===== config.mk =====
export PLATFORM = sky130hd
export DESIGN_NAME = bounded_byte_fifo_queue
export DESIGN_NICKNAME = d
export VERILOG_FILES = /design/src/sv/bbfq_pkg.sv /design/src/sv/bbfq_cell.sv /design/src/sv/bounded_byte_fifo_queue.sv
export SDC_FILE = /design/constraint.sdc
export NUM_CORES = 1
export LEC_CHECK = 0
export ABC_CLOCK_PERIOD_IN_PS = 13400
export BUFFER_PORTS_ARGS = -buffer_cell sky130_fd_sc_hd__buf_2
export CORE_MARGIN = 2
export CORE_UTILIZATION = 59
export DETAILED_ROUTE_END_ITERATION = 16
export PLACE_DENSITY = 0.78
export REMOVE_ABC_BUFFERS = 1
export SLEW_MARGIN = 20
export SYNTH_ARGS = -nofsm -noshare
export SYNTH_HDL_FRONTEND = slang
export SYNTH_HIERARCHICAL = 1
export SYNTH_SLANG_ARGS = --single-unit

===== constraint.sdc =====
create_clock -name clk -period 13.4 [get_ports clk]
set_input_delay 0.67 -clock clk [delete_from_list [all_inputs] [get_ports clk]]
set_output_delay 0.67 -clock clk [all_outputs]
set_load 0.1 [all_outputs]

===== src/sv/bbfq_pkg.sv =====
// Shared types and constants for the bounded byte FIFO queue.
package bbfq_pkg;

    localparam int DEPTH = 128;
    localparam int CNT_W = $clog2(DEPTH + 1);
    localparam int CAP_W = 8;
    localparam int LIM_W = (CNT_W > CAP_W) ? CNT_W : CAP_W;

    localparam logic [7:0]       FILL_BYTE      = 8'h30;
    localparam logic [CAP_W-1:0] CAPACITY_RESET = 8'd100;

    typedef enum logic [2:0] {
        CMD_PUSH  = 3'd0,
        CMD_PEEK  = 3'd1,
        CMD_POP   = 3'd2,
        CMD_CLEAR = 3'd3,
        CMD_FILL  = 3'd4
    } cmd_t;

    typedef enum logic [1:0] {
        ST_OK    = 2'd0,
        ST_FULL  = 2'd1,
        ST_EMPTY = 2'd2
    } status_t;

    typedef struct packed {
        logic [2:0] command;
        logic [7:0] data_in;
    } in_t;

    typedef struct packed {
        logic [1:0] status;
        logic [7:0] data_out;
        logic [7:0] count;
        logic       empty_res;
    } out_t;

    typedef struct packed {
        logic push;
        logic pop;
        logic fill;
    } cell_ctrl_t;

endpackage


===== src/sv/bbfq_cell.sv =====
// One storage cell of the shift chain: holds one byte, loads, shifts or fills.
module bbfq_cell (
    input  logic                           clk,
    input  bbfq_pkg::cell_ctrl_t           ctl,
    input  logic [bbfq_pkg::CNT_W-1:0]     index,
    input  logic [bbfq_pkg::CNT_W-1:0]     count,
    input  logic [7:0]                     data_in,
    input  logic [7:0]                     next_byte,
    output logic [7:0]                     byte_q
);
    import bbfq_pkg::*;

    logic [7:0] byte_reg;
    logic [7:0] byte_next;

    always_comb
    begin
        byte_next = byte_reg;
        if (ctl.push && (index == count))
        begin
            byte_next = data_in;
        end
        else if (ctl.pop)
        begin
            // advance toward the front
            byte_next = next_byte;
        end
        else if (ctl.fill && (index < count))
        begin
            byte_next = FILL_BYTE;
        end
    end

    always_ff @(posedge clk)
    begin
        byte_reg <= byte_next;
    end

    assign byte_q = byte_reg;

endmodule


===== src/sv/bounded_byte_fifo_queue.sv =====
// Top level of the bounded byte FIFO queue: control, cell chain and result register.
// Latency: the result of a transaction is registered and appears at the output in the cycle after acceptance.
// Throughput: one transaction per cycle for every command, fill included, while the output
// is not stalled, since each cell rewrites itself in parallel; pop shifts all cells together.
// Reset: count clears, capacity returns to 100, output empties; stored bytes are not cleared.
module bounded_byte_fifo_queue (
    input  logic                clk,
    input  logic                rst_n,
    input  logic                in_valid,
    output logic                in_ready,
    input  bbfq_pkg::in_t       in_data,
    output logic                out_valid,
    input  logic                out_ready,
    output bbfq_pkg::out_t      out_data,
    input  logic                cfg_valid,
    output logic                cfg_ready,
    input  logic [7:0]          cfg_data
);
    import bbfq_pkg::*;

    localparam logic [LIM_W-1:0] DEPTH_LIM = LIM_W'(DEPTH);

    logic [CAP_W-1:0] cap_reg;
    logic [CNT_W-1:0] count_reg;
    logic [CNT_W-1:0] count_next;
    logic             out_valid_reg;
    out_t             out_data_reg;
    out_t             result;

    logic             accept;
    cell_ctrl_t       cell_ctl;
    logic [LIM_W-1:0] cap_ext;
    logic [LIM_W-1:0] limit;
    logic [LIM_W-1:0] count_ext;
    logic [7:0]       cell_q [DEPTH];

    assign cfg_ready = 1'b1;
    assign in_ready  = !out_valid_reg || out_ready;
    assign accept    = in_valid && in_ready;

    assign cap_ext   = LIM_W'(cap_reg);
    assign limit     = (cap_ext > DEPTH_LIM) ? DEPTH_LIM : cap_ext;
    assign count_ext = LIM_W'(count_reg);

    always_comb
    begin
        cell_ctl        = '0;
        count_next      = count_reg;
        result.status   = ST_OK;
        result.data_out = 8'h00;
        case (cmd_t'(in_data.command))
            CMD_PUSH:
            begin
                if (count_ext >= limit)
                begin
                    result.status = ST_FULL;
                end
                else
                begin
                    cell_ctl.push = accept;
                    count_next    = count_reg + CNT_W'(1);
                end
            end
            CMD_PEEK, CMD_POP:
            begin
                if (count_reg == '0)
                begin
                    result.status = ST_EMPTY;
                end
                else
                begin
                    result.data_out = cell_q[0];
                    if (cmd_t'(in_data.command) == CMD_POP)
                    begin
                        cell_ctl.pop = accept;
                        count_next   = count_reg - CNT_W'(1);
                    end
                end
            end
            CMD_CLEAR:
            begin
                count_next = '0;
            end
            CMD_FILL:
            begin
                cell_ctl.fill = accept;
            end
            default:
            begin
                count_next = count_reg;
            end
        endcase
        result.count     = 8'(LIM_W'(count_next));
        result.empty_res = (count_next == '0);
    end

    for (genvar i = 0; i < DEPTH; i++)
    begin : g_cell
        logic [7:0] next_byte;
        if (i == DEPTH - 1)
        begin : g_last
            assign next_byte = 8'h00;
        end
        else
        begin : g_mid
            assign next_byte = cell_q[i+1];
        end

        bbfq_cell u_cell (
            .clk       (clk),
            .ctl       (cell_ctl),
            .index     (CNT_W'(i)),
            .count     (count_reg),
            .data_in   (in_data.data_in),
            .next_byte (next_byte),
            .byte_q    (cell_q[i])
        );
    end

    always_ff @(posedge clk or negedge rst_n)
    begin
        if (!rst_n)
        begin
            cap_reg       <= CAPACITY_RESET;
            count_reg     <= '0;
            out_valid_reg <= 1'b0;
        end
        else
        begin
            if (cfg_valid && cfg_ready)
            begin
                cap_reg <= cfg_data;
            end
            if (accept)
            begin
                count_reg     <= count_next;
                out_valid_reg <= 1'b1;
            end
            else if (out_ready)
            begin
                out_valid_reg <= 1'b0;
            end
        end
    end

    // hold the result until taken
    always_ff @(posedge clk)
    begin
        if (accept)
        begin
            out_data_reg <= result;
        end
    end

    assign out_valid = out_valid_reg;
    assign out_data  = out_data_reg;

`ifndef SYNTHESIS
    a_count_bound: assert property (@(posedge clk) disable iff (!rst_n)
        count_reg <= CNT_W'(DEPTH))
        else $error("count exceeds chain depth");

    a_ctrl_excl: assert property (@(posedge clk) disable iff (!rst_n)
        $onehot0({cell_ctl.push, cell_ctl.pop, cell_ctl.fill}))
        else $error("more than one cell operation at once");

    a_push_grows: assert property (@(posedge clk) disable iff (!rst_n)
        cell_ctl.push |=> count_reg == ($past(count_reg) + CNT_W'(1)))
        else $error("push did not grow count");

    a_empty_flag: assert property (@(posedge clk) disable iff (!rst_n)
        accept |=> out_data_reg.empty_res == (count_reg == '0))
        else $error("empty flag disagrees with count");

    a_ready: assert property (@(posedge clk) disable iff (!rst_n)
        !in_ready |-> out_valid_reg && !out_ready)
        else $error("input stalled without output backpressure");
`endif

endmodule


==> results by group <==
Synth
  • Adder-Cell Fraction of Synth Area: between 15 and 20%
  • Compound-cell area share of the yosys netlist: 15.98%
  • Synth Flop Type: edfxtp_1
  • Mux cell area share after synthesis: 0.1729%
  • Synth warnings: 6
  • Post-Synth XOR/XNOR Area: less than 1%
  • Largest family of logic cells by synthesized area: adder cells
  • Synth unique cells: 68
  • Post-synth ARST share: 1.604%
  • Sequential fraction of the synthesis area: 39.88%
  • EDFF count, synth: 1043
  • Synth Area in Simple Gates: 14.89%
  • Synth Register Bits: between 1000 and 1500
  • Synthesized area per cell: 9.617 um2
  • Mapped Area: 79610 um2
  • Post-Syn Instances: 8278

Setup path
  • Worst Path Arrival: 6.26 ns
  • Crit end category: flip-flop
  • Critical path class: reg2reg
  • Req. time, crit path: 13.75 ns
  • CP Launch Type: flip-flop
  • Crit path max fanout: 49

Floorplanning
  • Core Region: 133600 um2
  • Initial core utilization: between 50% and 60%
  • Ports: 46
  • DIE WIDTH: 371.3 um
  • Row cnt: 134
  • Die ar.: ~140000 um2
  • Die height: 371.3 um

Outcome
  • Status: finished clean

Detailed routing
  • Initial DRC count: 4863
  • DRT Wirelength: 186400 um
  • Via count: 61420
  • Routed WL per cell: 16.78 um
  • Drt drc: 0
  • Routed Antenna Nets: 0
  • Via density per instance: 5.528
  • Initial DRT Pass Iterations: 6

Final layout
  • Ant diodes: 0
  • Nets: 10320
  • Layout cells sized above 1: 8.510%
  • Register area: around 32000 um2
  • Area growth syn-to-layout: 10.72%
  • Max reg flops: roughly 1000
  • Final non-filler cell total: 11110
  • Layout fillers: 10180
  • Multi-input gate area: 41590 um2

STA
  • Fmax achieved: roughly 170 MHz
  • Clock Skews: 0.03655 ns
  • Final setup fails: 0
  • Unrepaired setup endpoints after global routing: false
  • Worst relative slew slack: 20.42%
  • Minimum clock period: 5.911 ns
  • Final worst-path cycle share: between 40% and 50%
  • Tightest Pin Transition: 1.194 ns
  • Setup TNS: 0 ns
  • Final hold vios: 0
  • Slew Limit Fails: 0

Pwr
  • Max rail drop VDD: 0.1074 mV
  • Power Density: 121.7 nW/um2
  • Pleak: between 30 and 40 nW

Clocking
  • Post-cts gate resize count: 0
  • CTS tree: done
  • CTS Buf Count: 110
  • Clock root buffer: clkbuf_16
  • CTS Buffer Depth: 3
  • Clk_lat worst skew: ~0.76 ns
  • H-Tree Depth: 3
  • Worst-path clk slew: approximately 0.060 ns
  • Postcts setup bufs: 0
  • Clk sink count: 1060

GRT
  • First-pass GRT wire length: 300600 um
  • Total GRT Usage: 26.96%
  • Number of global-route vias before repair: 60010
  • Total gr overflow: 0
  • Initial antenna violation count: 2
  • Largest net degree at the start of global routing: 199

Hold path
  • Worst hold path class: in2reg

Place
  • Cells after DPL: 10910
  • GPL Wtd Cong: 0.8234
  • IO Port Bufs: 44
  • Detailed Place HPWL: 114900 um

Run
  • Max_cap viols: 0
path summary, 6_finish.rpt:
check,end,depth (start not counted),startpoint,slack [ns]
min reg2reg,cap_ext[4],1,cap_ext[4],0.51
min,out_valid,2,in_valid,0.13
max,g_cell[21].u_cell/byte_q[0],12,count_ext[1],7.49
min in group asynchronous,count_ext[4],2,rst_n,0.38
max reg2reg,g_cell[21].u_cell/byte_q[0],12,count_ext[1],7.49
max in group asynchronous,cap_ext[2],2,rst_n,12.70
cell families (layout without fill, tap and decap cells):
logic type                 count (synthesis)  count (layout)
buffers and inverters                   2454            2487
muxes                                     12              12
xor gates and xnor gates                   1               1
AOI/OAI and AO/OA                       1963            1963
DFF                                     1060            1060
and+or+nand+nor                         1751            1751
adders and majority gates               1035            1035
other                                      2            1033
critical path, stage by stage (launching register included):
cell and delay [ns]:
dfrtp_4 0.91, ha_1 0.38, nor2b_4 0.14, o211a_4 0.24
o311ai_4 0.38, nand2_4 0.11, nor3_2 0.26, buf_4 0.64
buf_4 0.81, buf_4 0.83, and4_4 0.36, a31oi_1 0.11
o41ai_2 0.22
cell type report:
class | instances | area share [%]
clock buffers | 132 | 3.265
multi-input cells | 5795 | 47.18
inverters | 2186 | 9.309
flip-flops and latches | 1060 | 36.05
repair buffers | 104 | 0.8772
clock inverters | 65 | 0.8048
well taps | 1768 | 2.510
what timing repair did:
item                       4_1_cts  5_1_grt
setup endpoints to repair        0        0
hold buffers                     1        0
hold endpoints to repair        14        0
per-stage QoR:
step	setup slack, ns	power, mW	util (%)	area [um2]	hold WS [ns]
2_1_floorplan	-68.50	7.083	-	81500	0.3744
3_3_place_gp	7.612	7.345	63.26	84530	0.4948
3_5_place_dp	7.548	7.613	63.26	84530	0.4961
4_1_cts	7.523	10.70	65.95	88120	0.09484
5_1_grt	7.282	11.40	65.96	88150	0.1218
6_report	7.489	10.73	65.96	88150	0.1342
report_power, final:
part,internal [mW],switching [mW],leakage (nW)
sequential,3.74,0.168,9.25
clock,1.76,1.33,1.76
combinational,1.40,2.32,26.6
total,6.91,3.82,37.6
placed cells by master (no fill, tap or decap), types with 108 or more instances in the layout:
master	synthesis	routed
a21oi_1	259	259
nor2_1	268	268
o21ai_1	768	768
nor2b_1	133	133
clkbuf_16	0	112
a21boi_1	110	110
conb_1	2	1033
a31oi_1	390	390
inv_1	2184	2184
o211ai_1	131	131
nand3_4	128	128
nand3_1	901	901
and4_4	256	256
edfxtp_1	1043	1043
a21boi_0	146	146
o41ai_2	110	108
ha_1	1035	1035
per-layer routing:
| layer | GRT usage, % | vias to the layer above | wire length (um) |
|---|---|---|---|
| met5 | 0 | - | 13 |
| met3 | 3.714 | 416 | 12050 |
| met4 | 8.603 | 2 | 5533 |
| met1 | 34.54 | 29020 | 77870 |
| met2 | 47.01 | 1844 | 90920 |
| li1 | - | 30140 | - |
Yosys cell counts (14+ instances only):
cell type  number  area (um2)
a21boi_0      146        1096
a21boi_1      110       825.8
a21oi_1       259        1296
a31oi_1       390        2440
and4_4        256        2883
buf_1         128       480.5
buf_6         128        1441
dfrtp_1        14       350.3
edfxtp_1     1043       31320
ha_1         1035       12950
inv_1        2184        8198
nand2_1        20       75.07
nand3_1       901        4509
nand3_4       128        2242
nor2_1        268        1006
nor2b_1       133       832.1
o211ai_1      131       983.4
o21ai_1       768        3844
o41ai_1        19       166.4
o41ai_2       110        1789
Power figures use the tool's default switching activity.
